`src/hdl/mmrd_pkg.sv`:
```
// Shared types, constants and helper functions for the MIDI message ring drain.
`default_nettype none

package mmrd_pkg;

    // Defaults for the top-level parameters.
    localparam int QUEUE_DEPTH_DEF = 1024;
    localparam int BUDGET_MAX_DEF  = 63;

    // Fixed field widths.
    localparam int BYTE_W   = 8;
    localparam int BUDGET_W = 6;
    localparam int LEN_W    = 2;

    // Item mode codes.
    localparam logic MODE_PUSH  = 1'b0;
    localparam logic MODE_DRAIN = 1'b1;

    // Status byte codes.
    localparam logic [BYTE_W-1:0] STATUS_MIN      = 8'h80;
    localparam logic [BYTE_W-1:0] STATUS_SYSTEM   = 8'hF0;
    localparam logic [BYTE_W-1:0] STATUS_CLOCK    = 8'hF8;
    localparam logic [BYTE_W-1:0] STATUS_START    = 8'hFA;
    localparam logic [BYTE_W-1:0] STATUS_CONTINUE = 8'hFB;
    localparam logic [BYTE_W-1:0] STATUS_STOP     = 8'hFC;
    localparam logic [BYTE_W-1:0] STATUS_RESET    = 8'hFF;

    // Data bytes that follow the status byte, indexed by the upper nibble minus 8.
    localparam logic [LEN_W-1:0] DATA_LEN_TABLE [8] = '{
        2'd2, 2'd2, 2'd2, 2'd2, 2'd1, 2'd1, 2'd2, 2'd0
    };

    // Input item.
    typedef struct packed {
        logic              mode;
        logic [BYTE_W-1:0] msg_status;
        logic [BYTE_W-1:0] msg_data_one;
        logic [BYTE_W-1:0] msg_data_two;
        logic [BUDGET_W-1:0] byte_budget;
    } item_t;

    // Result item.
    typedef struct packed {
        logic [BYTE_W-1:0]   out_byte;
        logic                has_byte;
        logic [BUDGET_W-1:0] total_bytes;
        logic                last;
    } result_t;

    // Classified command passed from the front to the back.
    typedef struct packed {
        logic                is_drain;
        logic [BYTE_W-1:0]   status;
        logic [BYTE_W-1:0]   data_one;
        logic [BYTE_W-1:0]   data_two;
        logic [BUDGET_W-1:0] budget;
    } cmd_t;

    // One ring entry as stored in memory.
    typedef struct packed {
        logic              valid;
        logic [BYTE_W-1:0] status;
        logic [BYTE_W-1:0] data_one;
        logic [BYTE_W-1:0] data_two;
    } entry_t;

    // True when a status byte is forwarded rather than dropped.
    function automatic logic status_kept(input logic [BYTE_W-1:0] st);
        logic kept;
        begin
            if (st < STATUS_MIN) begin
                kept = 1'b0;
            end else if (st >= STATUS_SYSTEM) begin
                kept = (st == STATUS_CLOCK) || (st == STATUS_START) ||
                       (st == STATUS_CONTINUE) || (st == STATUS_STOP) ||
                       (st == STATUS_RESET);
            end else begin
                kept = 1'b1;
            end
            return kept;
        end
    endfunction

    // Number of data bytes for a kept status byte.
    function automatic logic [LEN_W-1:0] data_len(input logic [BYTE_W-1:0] st);
        return DATA_LEN_TABLE[st[6:4]];
    endfunction

endpackage

`default_nettype wire

```
`src/hdl/mmrd_outq.sv`:
```
// Result queue that separates the drain engine from the consumer.
`default_nettype none

module mmrd_outq (
    input  wire logic              clk,
    input  wire logic              rst_n,
    input  wire mmrd_pkg::result_t res,
    input  wire logic              res_push,
    output logic                   res_full,
    output mmrd_pkg::result_t      result,
    output logic                   empty,
    input  wire logic              pop
);

    mmrd_pkg::result_t slot_reg [2];
    logic              wr_ptr_reg, wr_ptr_next;
    logic              rd_ptr_reg, rd_ptr_next;
    logic [1:0]        count_reg, count_next;
    logic              do_write, do_read;

    // Two-entry queue control.
    assign res_full = (count_reg == 2'd2);
    assign empty    = (count_reg == 2'd0);
    assign result   = slot_reg[rd_ptr_reg];
    assign do_write = res_push && !res_full;
    assign do_read  = pop && !empty;

    always_comb
    begin
        wr_ptr_next = do_write ? !wr_ptr_reg : wr_ptr_reg;
        rd_ptr_next = do_read ? !rd_ptr_reg : rd_ptr_reg;
        count_next  = count_reg;
        if (do_write && !do_read) begin
            count_next = count_reg + 2'd1;
        end else if (do_read && !do_write) begin
            count_next = count_reg - 2'd1;
        end
    end

    always_ff @(posedge clk or negedge rst_n)
    begin
        if (!rst_n) begin
            wr_ptr_reg <= 1'b0;
            rd_ptr_reg <= 1'b0;
            count_reg  <= 2'd0;
        end else begin
            wr_ptr_reg <= wr_ptr_next;
            rd_ptr_reg <= rd_ptr_next;
            count_reg  <= count_next;
        end
    end

    // Queue storage needs no reset.
    always_ff @(posedge clk)
    begin
        if (do_write) begin
            slot_reg[wr_ptr_reg] <= res;
        end
    end

endmodule

`default_nettype wire

```
`config.mk`:
```
export PLATFORM = sky130hd
export DESIGN_NAME = mmrd_outq
export DESIGN_NICKNAME = d
export VERILOG_FILES = /design/src/hdl/mmrd_pkg.sv /design/src/hdl/mmrd_outq.sv
export SDC_FILE = /design/constraint.sdc
export NUM_CORES = 1
export LEC_CHECK = 0
export BUFFER_PORTS_ARGS = -buffer_cell sky130_fd_sc_hd__buf_2
export CORE_UTILIZATION = 50
export DETAILED_ROUTE_END_ITERATION = 12
export PLACE_DENSITY_LB_ADDON = 0.3
export SYNTH_ARGS = -nofsm -noshare
export SYNTH_HDL_FRONTEND = slang
export SYNTH_SLANG_ARGS = --single-unit
export TNS_END_PERCENT = 10
```
`constraint.sdc`:
```
create_clock -name clk -period 2.04 [get_ports clk]
set_input_delay 0.102 -clock clk [delete_from_list [all_inputs] [get_ports clk]]
set_output_delay 0.102 -clock clk [all_outputs]
set_load 0.02 [all_outputs]
```
==> run summary <==
==================================================================================
Leakage dissipation                                                       0.773 nW
Max capacitance violation total                                                  0
Share of final-layout standard cells stronger than drive strength 1          0.474
Number of filler cells placed in the layout                                    176
Total die area                                                            3020 µm²
Post-CTS Repair Setup Buffers                                                    0
Number of nets in the layout                                                   153
Async S/R FF share, synth                                                    0.111
Endpoint arrival time on the critical path                                 1610 ps
Area of the mapped netlist                                                1400 µm²
Yosys warning count                                                              0
Total I/O pin count                                                             38
Row count                                                                       18
Worst flop-to-flop path endpoint                                      count_reg[1]$_DFFE_PN0P_
Number of stages on the worst hold path                                          3
TritonCTS clock tree                                                          done
Worst-case headroom to the max-slew limit                                    0.830
Critical-path maximum fanout                                                    12
Drc violations                                                                   0
Number of global-route vias before repair                                      790
Share of the synthesized area in the top cell type                           0.685
Total count of max-transition violations in the final report                     0
Post-layout power                                                        0.00245 W
Vias per cell                                                                 4.81
GRT Total Usage                                                              0.176
HPWL after detailed placement                                              1460 µm
End point of the most critical hold path                              wr_ptr_reg$_DFFE_PN0P_
Total CTS buffers                                                                5
Clock latency on the worst-skew pair                                        320 ps
CTS clock-pin slew for the worst setup and hold paths                       100 ps
Final period util                                                            0.838
Synth Register Bits                                                             36
Gate count of the mapped netlist                                                69
Area contributors post-synth                                          sky130_fd_sc_hd__edfxtp_1, sky130_fd_sc_hd__mux2_4, sky130_fd_sc_hd__dfrtp_1, sky130_fd_sc_hd__mux2_2, sky130_fd_sc_hd__xnor2_1
Peak supply drop                                                            993 µV
Library cell with the largest summed area after synthesis             sky130_fd_sc_hd__edfxtp_1
Required time worst endpoint                                               1940 ps
Flip-flop count of the largest register, all copies and words added             32
Final hold viol count                                                            0
Count of input and output buffers                                               37
Total inserted antenna cells                                                     0
Netlist cell types                                                              15
Most used standard cells in the synthesized netlist                   sky130_fd_sc_hd__edfxtp_1, sky130_fd_sc_hd__mux2_4, sky130_fd_sc_hd__mux2_2, sky130_fd_sc_hd__dfrtp_1
Initial antenna violation count                                                  0
Area growth, synth to finish                                                 32.1%
Setup slack of the critical path after layout                               331 ps
Synthesized area divided by synthesized cell count                        20.3 µm²
Routed Antenna Nets                                                              0
Library cell used as clock root buffer                                sky130_fd_sc_hd__clkbuf_4
Result of the run                                                     complete, no violations
Start point of the worst hold path                                        res_push
Worst Setup Slack post-DPL                                                  538 ps
Last weighted congestion value of the routability-driven placer              0.622
Vert. Die Dim                                                              55.0 µm
Register-to-Register Setup Slack                                            470 ps
Class of the most critical setup path                                 register to output port
Cell depth of the worst flop-to-flop path                                        6
Maximum clock skew at final layout                                         5.74 ps
Core utilization of the finished layout                                      0.722
Worst Setup End Kind                                                   output port
Vias after detailed routing                                                    784
Area of the core                                                          2570 µm²
Global-route wire length before repair                                     3340 µm
Fraction of the yosys area taken by sequential cells                         0.756
Number of synthesized flops with an enable pin                                  32
Largest net degree at the start of global routing                               13
Cell with the most instances after synthesis                          sky130_fd_sc_hd__edfxtp_1
Clock sink total                                                                36
Worst slew pin tran                                                         255 ps
Average detailed-routed wire length per instance                           13.8 µm
Time the worst path needs with I/O delays and setup                        1710 ps
Die Span X                                                                 55.0 µm
Setup total negative slack                                                    0 ps
Total Wirelength                                                           2260 µm
Sum of overflow across all layers after global routing                           0
Number of DRC markers after the initial detailed-route iteration                 8
CTS max path bufs                                                                2
Crit Reg-Reg Startpoint                                               count_reg[0]$_DFFE_PN0P_
Power density cells                                                    1320 nW/µm²
Total nets after synthesis                                                      90
Most used DFF post-synth                                              sky130_fd_sc_hd__edfxtp_1
CP startpoint kind                                                        register
Starting density of the core                                                 0.546
H-tree depth reported by CTS                                                     2
Path type of the worst min-delay path                                 input pin to register
Unrepaired setup endpoints after global routing                              false
First-pass iteration count of the detailed router                                4
Total of endpoints with negative setup slack in the final report                 0
Achievable Freq                                                            585 MHz
==================================================================================
## worst max-delay path, cell delays in order, from the launching register on
cell,delay [ps]
sky130_fd_sc_hd__dfrtp_1,480
sky130_fd_sc_hd__buf_4,290
sky130_fd_sc_hd__mux2_2,360
sky130_fd_sc_hd__buf_2,160
## power by group
group	switching, W	internal (W)
combinational	0.000522	0.000450
sequential	0.0000893	0.00102
clock	0.000206	0.000170
## worst max path at each step
stage | cells after the start | endpoint | slack, ps | start
floorplan | 3 | slot_reg[0][0]$_DFFE_PP_ | 310 | count_reg[0]$_DFFE_PN0P_
global placement | 7 | count_reg[1]$_DFFE_PN0P_ | 620 | count_reg[0]$_DFFE_PN0P_
detailed placement | 6 | count_reg[1]$_DFFE_PN0P_ | 540 | count_reg[0]$_DFFE_PN0P_
CTS | 3 | result[7] | 280 | rd_ptr_reg$_DFFE_PN0P_
global route | 3 | result[15] | 230 | rd_ptr_reg$_DFFE_PN0P_
finish | 3 | result[15] | 330 | rd_ptr_reg$_DFFE_PN0P_
## repair_timing
item	4_1_cts	5_1_grt
hold buffers	17	0
gates resized for setup	0	0
endpoints found under the hold margin	36	0
## metrics by stage
stage          cells  area, µm²  hold WS [ps]
3_3_place_gp     138       1620         -90.3
4_1_cts          163       1850          81.4
3_5_place_dp     138       1620         -83.0
6_report         163       1850           111
2_1_floorplan     69       1400          -194
5_1_grt          163       1850           102
## area by class of cell
cell class | instances | area (µm²) | area share
Clock buffer | 8 | 58.8 | 0.0317
Tap cell | 30 | 37.5 | 0.0203
Timing Repair Buffer | 58 | 385 | 0.208
Inverter | 2 | 7.51 | 0.00405
Sequential cell | 36 | 1060 | 0.573
Multi-Input combinational cell | 29 | 303 | 0.163
## metal layers
layer	vias up	share of wire	GRT usage
li1	382	-	-
met3	5	0.041	0.0574
met1	373	0.41	0.191
met4	0	0.020	0.113
met2	24	0.53	0.293
met5	-	0	0
## layout by cell type, fill, tap and decap left out
cell type                       instances
sky130_fd_sc_hd__nor2_1                 3
sky130_fd_sc_hd__mux2_4                 9
sky130_fd_sc_hd__clkbuf_1               2
sky130_fd_sc_hd__o21ai_1                1
sky130_fd_sc_hd__inv_1                  2
sky130_fd_sc_hd__xnor2_1                3
sky130_fd_sc_hd__xor2_1                 2
sky130_fd_sc_hd__ha_1                   1
sky130_fd_sc_hd__nand2_1                1
sky130_fd_sc_hd__buf_4                  4
sky130_fd_sc_hd__mux2_2                 7
sky130_fd_sc_hd__clkbuf_4               5
sky130_fd_sc_hd__dlygate4sd3_1         17
sky130_fd_sc_hd__buf_2                 37
sky130_fd_sc_hd__dfrtp_1                4
sky130_fd_sc_hd__edfxtp_1              32
sky130_fd_sc_hd__nand2b_1               1
sky130_fd_sc_hd__clkbuf_8               1
sky130_fd_sc_hd__and3_1                 1
## logic make-up (layout without fill, tap and decap cells)
kind of cell	count (synthesis)	count (layout)	share of synthesized area
buffers and inverters	4	68	0.0277
muxes	16	16	0.153
adders and majority gates	1	1	0.00892
DFF	36	36	0.756
xor gates and xnor gates	5	5	0.0312
and+or+nand+nor	6	6	0.0196
AOI/OAI and AO/OA	1	1	0.00356
Note: power is estimated with default switching activity, not from simulation.
