[config.mk]
export PLATFORM = sky130hd
export DESIGN_NAME = mmrd_front
export DESIGN_NICKNAME = d
export VERILOG_FILES = /design/src/hdl/mmrd_pkg.sv /design/src/hdl/mmrd_front.sv
export SDC_FILE = /design/constraint.sdc
export NUM_CORES = 1
export LEC_CHECK = 0
export ABC_AREA = 1
export BUFFER_PORTS_ARGS = -buffer_cell sky130_fd_sc_hd__buf_2
export CAP_MARGIN = 20
export CORE_MARGIN = 2
export CORE_UTILIZATION = 50
export DETAILED_ROUTE_END_ITERATION = 7
export HOLD_SLACK_MARGIN = 0.05
export PLACE_DENSITY_LB_ADDON = 0.1
export SLEW_MARGIN = 20
export SYNTH_ARGS = -nofsm -noshare
export SYNTH_HDL_FRONTEND = slang
export SYNTH_SLANG_ARGS = --single-unit
export TNS_END_PERCENT = 10
[constraint.sdc]
create_clock -name clk -period 3.2 [get_ports clk]
set_input_delay 0.96 -clock clk [delete_from_list [all_inputs] [get_ports clk]]
set_output_delay 0.96 -clock clk [all_outputs]
set_load 0.005 [all_outputs]
[src/hdl/mmrd_pkg.sv]
// Shared types, constants and helper functions for the MIDI message ring drain.
`default_nettype none

package mmrd_pkg;

    // Defaults for the top-level parameters.
    localparam int QUEUE_DEPTH_DEF = 1024;
    localparam int BUDGET_MAX_DEF  = 63;

    // Fixed field widths.
    localparam int BYTE_W   = 8;
    localparam int BUDGET_W = 6;
    localparam int LEN_W    = 2;

    // Item mode codes.
    localparam logic MODE_PUSH  = 1'b0;
    localparam logic MODE_DRAIN = 1'b1;

    // Status byte codes.
    localparam logic [BYTE_W-1:0] STATUS_MIN      = 8'h80;
    localparam logic [BYTE_W-1:0] STATUS_SYSTEM   = 8'hF0;
    localparam logic [BYTE_W-1:0] STATUS_CLOCK    = 8'hF8;
    localparam logic [BYTE_W-1:0] STATUS_START    = 8'hFA;
    localparam logic [BYTE_W-1:0] STATUS_CONTINUE = 8'hFB;
    localparam logic [BYTE_W-1:0] STATUS_STOP     = 8'hFC;
    localparam logic [BYTE_W-1:0] STATUS_RESET    = 8'hFF;

    // Data bytes that follow the status byte, indexed by the upper nibble minus 8.
    localparam logic [LEN_W-1:0] DATA_LEN_TABLE [8] = '{
        2'd2, 2'd2, 2'd2, 2'd2, 2'd1, 2'd1, 2'd2, 2'd0
    };

    // Input item.
    typedef struct packed {
        logic              mode;
        logic [BYTE_W-1:0] msg_status;
        logic [BYTE_W-1:0] msg_data_one;
        logic [BYTE_W-1:0] msg_data_two;
        logic [BUDGET_W-1:0] byte_budget;
    } item_t;

    // Result item.
    typedef struct packed {
        logic [BYTE_W-1:0]   out_byte;
        logic                has_byte;
        logic [BUDGET_W-1:0] total_bytes;
        logic                last;
    } result_t;

    // Classified command passed from the front to the back.
    typedef struct packed {
        logic                is_drain;
        logic [BYTE_W-1:0]   status;
        logic [BYTE_W-1:0]   data_one;
        logic [BYTE_W-1:0]   data_two;
        logic [BUDGET_W-1:0] budget;
    } cmd_t;

    // One ring entry as stored in memory.
    typedef struct packed {
        logic              valid;
        logic [BYTE_W-1:0] status;
        logic [BYTE_W-1:0] data_one;
        logic [BYTE_W-1:0] data_two;
    } entry_t;

    // True when a status byte is forwarded rather than dropped.
    function automatic logic status_kept(input logic [BYTE_W-1:0] st);
        logic kept;
        begin
            if (st < STATUS_MIN) begin
                kept = 1'b0;
            end else if (st >= STATUS_SYSTEM) begin
                kept = (st == STATUS_CLOCK) || (st == STATUS_START) ||
                       (st == STATUS_CONTINUE) || (st == STATUS_STOP) ||
                       (st == STATUS_RESET);
            end else begin
                kept = 1'b1;
            end
            return kept;
        end
    endfunction

    // Number of data bytes for a kept status byte.
    function automatic logic [LEN_W-1:0] data_len(input logic [BYTE_W-1:0] st);
        return DATA_LEN_TABLE[st[6:4]];
    endfunction

endpackage

`default_nettype wire

[src/hdl/mmrd_front.sv]
// Input side: accepts items, classifies them into commands and queues them.
`default_nettype none

module mmrd_front #(
    parameter int BUDGET_MAX = mmrd_pkg::BUDGET_MAX_DEF
) (
    input  wire logic            clk,
    input  wire logic            rst_n,
    input  wire mmrd_pkg::item_t item,
    input  wire logic            push,
    output logic                 full,
    output mmrd_pkg::cmd_t       cmd,
    output logic                 cmd_valid,
    input  wire logic            cmd_pop
);

    mmrd_pkg::cmd_t cmd_in;
    mmrd_pkg::cmd_t slot_reg [2];
    logic           wr_ptr_reg, wr_ptr_next;
    logic           rd_ptr_reg, rd_ptr_next;
    logic [1:0]     count_reg, count_next;
    logic           do_write, do_read;

    // Classify the item and clamp the drain budget.
    always_comb
    begin
        cmd_in.is_drain = (item.mode == mmrd_pkg::MODE_DRAIN);
        cmd_in.status   = item.msg_status;
        cmd_in.data_one = item.msg_data_one;
        cmd_in.data_two = item.msg_data_two;
        if (item.byte_budget > mmrd_pkg::BUDGET_W'(BUDGET_MAX)) begin
            cmd_in.budget = mmrd_pkg::BUDGET_W'(BUDGET_MAX);
        end else begin
            cmd_in.budget = item.byte_budget;
        end
    end

    // Two-entry command queue control.
    assign full      = (count_reg == 2'd2);
    assign cmd_valid = (count_reg != 2'd0);
    assign cmd       = slot_reg[rd_ptr_reg];
    assign do_write  = push && !full;
    assign do_read   = cmd_pop && cmd_valid;

    always_comb
    begin
        wr_ptr_next = do_write ? !wr_ptr_reg : wr_ptr_reg;
        rd_ptr_next = do_read ? !rd_ptr_reg : rd_ptr_reg;
        count_next  = count_reg;
        if (do_write && !do_read) begin
            count_next = count_reg + 2'd1;
        end else if (do_read && !do_write) begin
            count_next = count_reg - 2'd1;
        end
    end

    always_ff @(posedge clk or negedge rst_n)
    begin
        if (!rst_n) begin
            wr_ptr_reg <= 1'b0;
            rd_ptr_reg <= 1'b0;
            count_reg  <= 2'd0;
        end else begin
            wr_ptr_reg <= wr_ptr_next;
            rd_ptr_reg <= rd_ptr_next;
            count_reg  <= count_next;
        end
    end

    // Queue storage needs no reset.
    always_ff @(posedge clk)
    begin
        if (do_write) begin
            slot_reg[wr_ptr_reg] <= cmd_in;
        end
    end

endmodule

`default_nettype wire

==> impl_metrics.json, run 1 <==
{
  "outcome": "complete, no violations",
  "setup_viol": 0,
  "p_comb_share_pct": 30.0,
  "root_buffer": "clkbuf_8",
  "coreArea_um2": 4817,
  "clkPwrFrac_pct": 23.7,
  "hold_class": "in -> async",
  "netlist-cell-type-count": 18,
  "post_cts_buffers": 0,
  "syn_area_um2": 2542,
  "vdd_drop_max_mv": 0.4701,
  "switchingPower_mw": 0.8699,
  "drt_pass1_iterations": 4,
  "fmax_mhz": 393.1,
  "critPathRequiredTime_ns": 2.24,
  "largest_reg_flops": 62,
  "postCtsHoldBufs": 0,
  "wl_per_cell_um": 12.38,
  "ys_warn_count": 0,
  "path_class": "reg -> out",
  "drive_gt1_share_pct": 33.70,
  "async_reset_ff_share_pct": 6.061,
  "slew_viol_final": 0,
  "grt-ovfl-total": 0,
  "clock-sinks": 66,
  "ys_seq_area_share_pct": 77.17,
  "fp-row-count": 25,
  "numCtsBuffers": 9,
  "die_y_um": 75.31,
  "setup_tns_ns": 0,
  "clkTransAtPathRegs_ns": 0.07,
  "worst_slack_ns": 0.6564,
  "syn_avg_cell_area_um2": 12.71,
  "area_growth_pct": 21.51,
  "whs_ns": 0.4248,
  "yosys.area.top_type": "edfxtp_1",
  "synthFlopType": "edfxtp_1",
  "yosys_register_bits": 66,
  "fp.dieW_um": 75.31,
  "r2r_slack_ns": 1.63,
  "met1_usage_pct": 17.75,
  "insertion_delay_ns": 0.33,
  "period_share_pct": 79.49,
  "synth_edf_count": 62,
  "drtIter0Drc": 93,
  "cts_resized": 0,
  "r2r_end": "slot_reg[1][18]",
  "ant_nets": 0,
  "use_met3_pct": 4.894,
  "dieArea_um2": 5672,
  "vias": 1554,
  "vias_per_cell": 4.571,
  "arrival_ns": 1.58,
  "grtUsageTotal_pct": 16.49,
  "leakage_nw": 1.372,
  "nNetsFinal": 304,
  "cts_max_level": 3,
  "drt-total-wl_mm": 4.209,
  "dpl.hpwl_mm": 2.689,
  "grt_max_degree": 33,
  "finalCriticalPeriod_ns": 2.544,
  "yosysMostFrequentCell": "nand2_1",
  "grt_pass1_vias": 1523,
  "worst_slew_pin_slew_ns": 0.4829,
  "cp_max_fo": 22,
  "p_int_mw": 1.837,
  "cp-start-kind": "flip-flop",
  "drc": 0,
  "synthTopCellsByCount": "nand2_1 (101), edfxtp_1 (62), clkbuf_1 (6), inv_1 (6)",
  "place_ws_ns": 1.012,
  "finalNonFillerCells": 340,
  "place.gp.congestion": 0.7505,
  "grt_pass1_wl_mm": 6.527,
  "n_antenna_cell": 0,
  "syn_inst": 200,
  "skew_ns": 0.004997,
  "finalHoldViolCount": 0,
  "cts_tree": "built",
  "cts.path.max_buffers": 2,
  "powerDensity_nw_per_um2": 876.1,
  "rsz0062_at_grt": "no",
  "grt-busiest-layer": "met2",
  "antenna_found_initial": 0,
  "slew_headroom_pct": 67.47,
  "post-place-cells": 324,
  "grt_use_met2_pct": 28.02,
  "io_buffers": 67,
  "start_util_pct": 52.78,
  "maxCapViolCount": 0,
  "sw_frac_of_total_pct": 32.14,
  "seq_power_share_pct": 46.3,
  "r2r_cells": 4,
  "synth.area.top_cells": "edfxtp_1 (73%), nand2_1 (15%), dfrtp_1 (3.9%)",
  "end_kind": "primary output",
  "synth.top_cell.area_share_pct": 73.23,
  "reg2reg_from": "count_reg[1]",
  "io_pins": 68,
  "synth_nets": 236
}
## power groups by stage
stage	Sequential, mW	Combinational, mW	Clock [mW]
floorplan	1.25	0.553	0
global placement	1.27	0.819	0
detailed placement	1.27	0.828	0
CTS	1.26	0.833	0.659
global route	1.28	0.935	0.690
finish	1.25	0.811	0.641
## layout by cell type, fill, tap and decap left out
cell type / Yosys / layout
buf_2: 0 / 67
buf_4: 4 / 3
bufinv_16: 0 / 1
clkbuf_8: 0 / 9
clkinv_1: 0 / 2
clkinv_2: 0 / 3
clkinvlp_4: 0 / 1
dfrtp_1: 4 / 4
edfxtp_1: 62 / 62
ha_1: 1 / 1
inv_1: 6 / 6
inv_2: 1 / 1
inv_4: 1 / 1
nand2_1: 101 / 101
nand2_2: 3 / 3
nand3_1: 2 / 2
nand4_1: 1 / 1
nor2_2: 1 / 1
nor2_4: 1 / 2
o21ai_0: 1 / 1
xnor2_1: 1 / 1
## how the worst max path moves through the flow
stage | to | start | depth (start not counted)
floorplan | slot_reg[1][0] | push | 2
finish | cmd[15] | rd_ptr_reg | 4
detailed placement | cmd[15] | rd_ptr_reg | 4
CTS | cmd[2] | rd_ptr_reg | 4
global route | cmd[15] | rd_ptr_reg | 4
global placement | cmd[15] | rd_ptr_reg | 4
## metal layers
metal	part of all wire, %	up-vias
met5	0	-
met4	2.6	0
met3	5.7	10
met2	51	42
met1	41	711
li1	-	791
## worst max-delay path, cell delays in order (launching register included)
cell and delay, ns:
dfrtp_1 0.61, buf_4 0.35, nand2_1 0.09, nand2_1 0.08
buf_2 0.12
## final cells by class
| type | count | area, um^2 |
|---|---|---|
| clock buffers | 9 | 123.9 |
| clock inverters | 7 | 60.06 |
| fillers | 387 | 1728 |
| inverters | 8 | 32.53 |
| multi-input cells | 113 | 469.2 |
| flip-flops and latches | 66 | 1962 |
| well taps | 67 | 83.83 |
| repair buffers | 70 | 357.8 |
## per-stage QoR
stage / power [mW] / utilization (%) / cell area, um^2
2_1_floorplan: 1.800 / - / 2542
3_3_place_gp: 2.089 / 60.31 / 2905
3_5_place_dp: 2.103 / 60.31 / 2905
4_1_cts: 2.748 / 64.13 / 3089
5_1_grt: 2.901 / 64.13 / 3089
6_report: 2.707 / 64.13 / 3089
## cells by family (layout without fill, tap and decap cells)
logic type                 Yosys count  count (layout)  share of synthesized area [%]
buffers and inverters               21              94                          4.675
adders and majority gates            1               1                         0.4920
DFF                                 66              66                          77.17
AOI/OAI and AO/OA                    1               1                         0.1967
and+or+nand+nor                    110             110                          17.13
xor gates and xnor gates             1               1                         0.3446
No activity file was read; power rests on OpenSTA's default activity.
==> inputs of run 2 (changes only) <==
- clock period: 3.2 -> 2.4 ns (I/O delays scaled with it)
==> run 2 against run 1 <==
  * Register-to-register slack worse by 0.79 ns
  * Total power up 34%
  * Hold slack worse by 0.23 ns
  * Clock power increased by 29%
  * Die area unchanged
  * Sequential power grew 34%
  * Design area increased by 0.57%
  * Global-route usage fell by 0.88 points
  * Largest cell class unchanged
==> impl_metrics.json, run 2 (synthesis gave the netlist of run 1 again) <==
{
  "cts_max_level": 3,
  "hold_class": "in -> async",
  "r2r_end": "slot_reg[1][18]",
  "vdd_drop_max_mv": 0.6756,
  "slew_headroom_pct": 68.78,
  "clock-sinks": 66,
  "skew_ns": 0.008339,
  "grt_pass1_wl_mm": 6.168,
  "switchingPower_mw": 1.144,
  "leakage_nw": 1.380,
  "largest_reg_flops": 62,
  "grt_pass1_vias": 1464,
  "r2r_cells": 4,
  "finalCriticalPeriod_ns": 2.173,
  "clkPwrFrac_pct": 22.9,
  "end_kind": "primary output",
  "fill_cells": 392,
  "finalPower_mw": 3.618,
  "fmax_mhz": 460.2,
  "io_buffers": 67,
  "place.gp.congestion": 0.7356,
  "insertion_delay_ns": 0.33,
  "io_pins": 68,
  "whs_ns": 0.1945,
  "postCtsHoldBufs": 0,
  "nNetsFinal": 306,
  "worst_slack_ns": 0.2272,
  "critPathRequiredTime_ns": 1.68,
  "powerDensity_nw_per_um2": 1165,
  "grt_max_degree": 33,
  "maxCapViolCount": 0,
  "root_buffer": "clkbuf_8",
  "worst_slew_pin_slew_ns": 0.4634,
  "drive_gt1_share_pct": 33.21,
  "fp-row-count": 25,
  "slew_viol_final": 0,
  "clkTransAtPathRegs_ns": 0.06,
  "period_share_pct": 90.53,
  "grtUsageTotal_pct": 15.61,
  "setup_viol": 0,
  "outcome": "complete, no violations",
  "post_cts_buffers": 0,
  "rsz0062_at_grt": "no",
  "cts_resized": 0,
  "coreArea_um2": 4817,
  "die_y_um": 75.31,
  "arrival_ns": 1.45,
  "dieArea_um2": 5672,
  "p_comb_share_pct": 30.9,
  "cp-start-kind": "flip-flop",
  "place_ws_ns": 0.5211,
  "path_class": "reg -> out",
  "ant_nets": 0,
  "cts_tree": "built",
  "start_util_pct": 52.78,
  "drt-total-wl_mm": 4.180,
  "vias": 1559,
  "antenna_found_initial": 0,
  "grt-ovfl-total": 0,
  "dpl.hpwl_mm": 2.733,
  "drc": 0,
  "area_growth_pct": 22.19,
  "n_antenna_cell": 0,
  "vias_per_cell": 4.572,
  "drtIter0Drc": 54,
  "cts.path.max_buffers": 2,
  "most-common-layout-cells": "nand2_1 (101), buf_2 (67), edfxtp_1 (62)",
  "cp_max_fo": 32,
  "fp.dieW_um": 75.31,
  "setup_tns_ns": 0,
  "wl_per_cell_um": 12.26,
  "numCtsBuffers": 9,
  "sw_frac_of_total_pct": 31.62,
  "seq_power_share_pct": 46.2,
  "drt_pass1_iterations": 4,
  "reg2reg_from": "count_reg[1]",
  "finalHoldViolCount": 0,
  "final_common_cell": "nand2_1",
  "p_int_mw": 2.474,
  "r2r_slack_ns": 0.84,
  "utilization_pct": 64.49
}
## run 2: area by class of cell
cell class                 instances  area, um^2  share of cell area, %
sequential                        66        1962                  63.15
multi-input combinational        113       469.2                  15.10
timing repair buffer              72       385.4                  12.40
clock buffer                      10       127.6                  4.108
tap                               67       83.83                  2.698
clock inverter                     5       46.29                  1.490
inverter                           8       32.53                  1.047
## run 2: power groups by stage
| stage | clock network, mW | logic [mW] | registers, mW |
|---|---|---|---|
| final | 0.830 | 1.12 | 1.67 |
| after global routing | 0.893 | 1.28 | 1.69 |
| after CTS | 0.852 | 1.15 | 1.67 |
| after detailed placement | 0 | 1.14 | 1.70 |
| after global placement | 0 | 1.13 | 1.69 |
| after floorplan | 0 | 0.741 | 1.66 |
## run 2: worst max path at each step
| stage | from | end | cells after the start | slack [ns] |
|---|---|---|---|---|
| floorplan | push | slot_reg[1][0] | 2 | 0.34 |
| global placement | rd_ptr_reg | cmd[4] | 4 | 0.53 |
| detailed placement | push | slot_reg[1][17] | 4 | 0.52 |
| CTS | rd_ptr_reg | cmd[25] | 4 | 0.17 |
| global route | rd_ptr_reg | cmd[17] | 4 | 0.10 |
| finish | rd_ptr_reg | cmd[0] | 4 | 0.23 |
## run 2: layer usage
metal	track usage (%)	up-vias	wire length, um
met2	27.34	46	2119
met3	4.365	10	171
met1	16.76	707	1796
li1	-	796	-
met5	0	-	0
met4	9.357	0	93
## run 2: worst max-delay path, cell delays in order (launching register included)
cell	delay [ns]
dfrtp_1	0.51
inv_4	0.33
nand2_1	0.09
nand2_1	0.08
buf_2	0.11
## run 2: through the flow
step / cells / area, um^2
finish: 341 / 3107
global route: 341 / 3107
CTS: 341 / 3107
detailed placement: 326 / 2933
global placement: 326 / 2933
floorplan: 200 / 2545
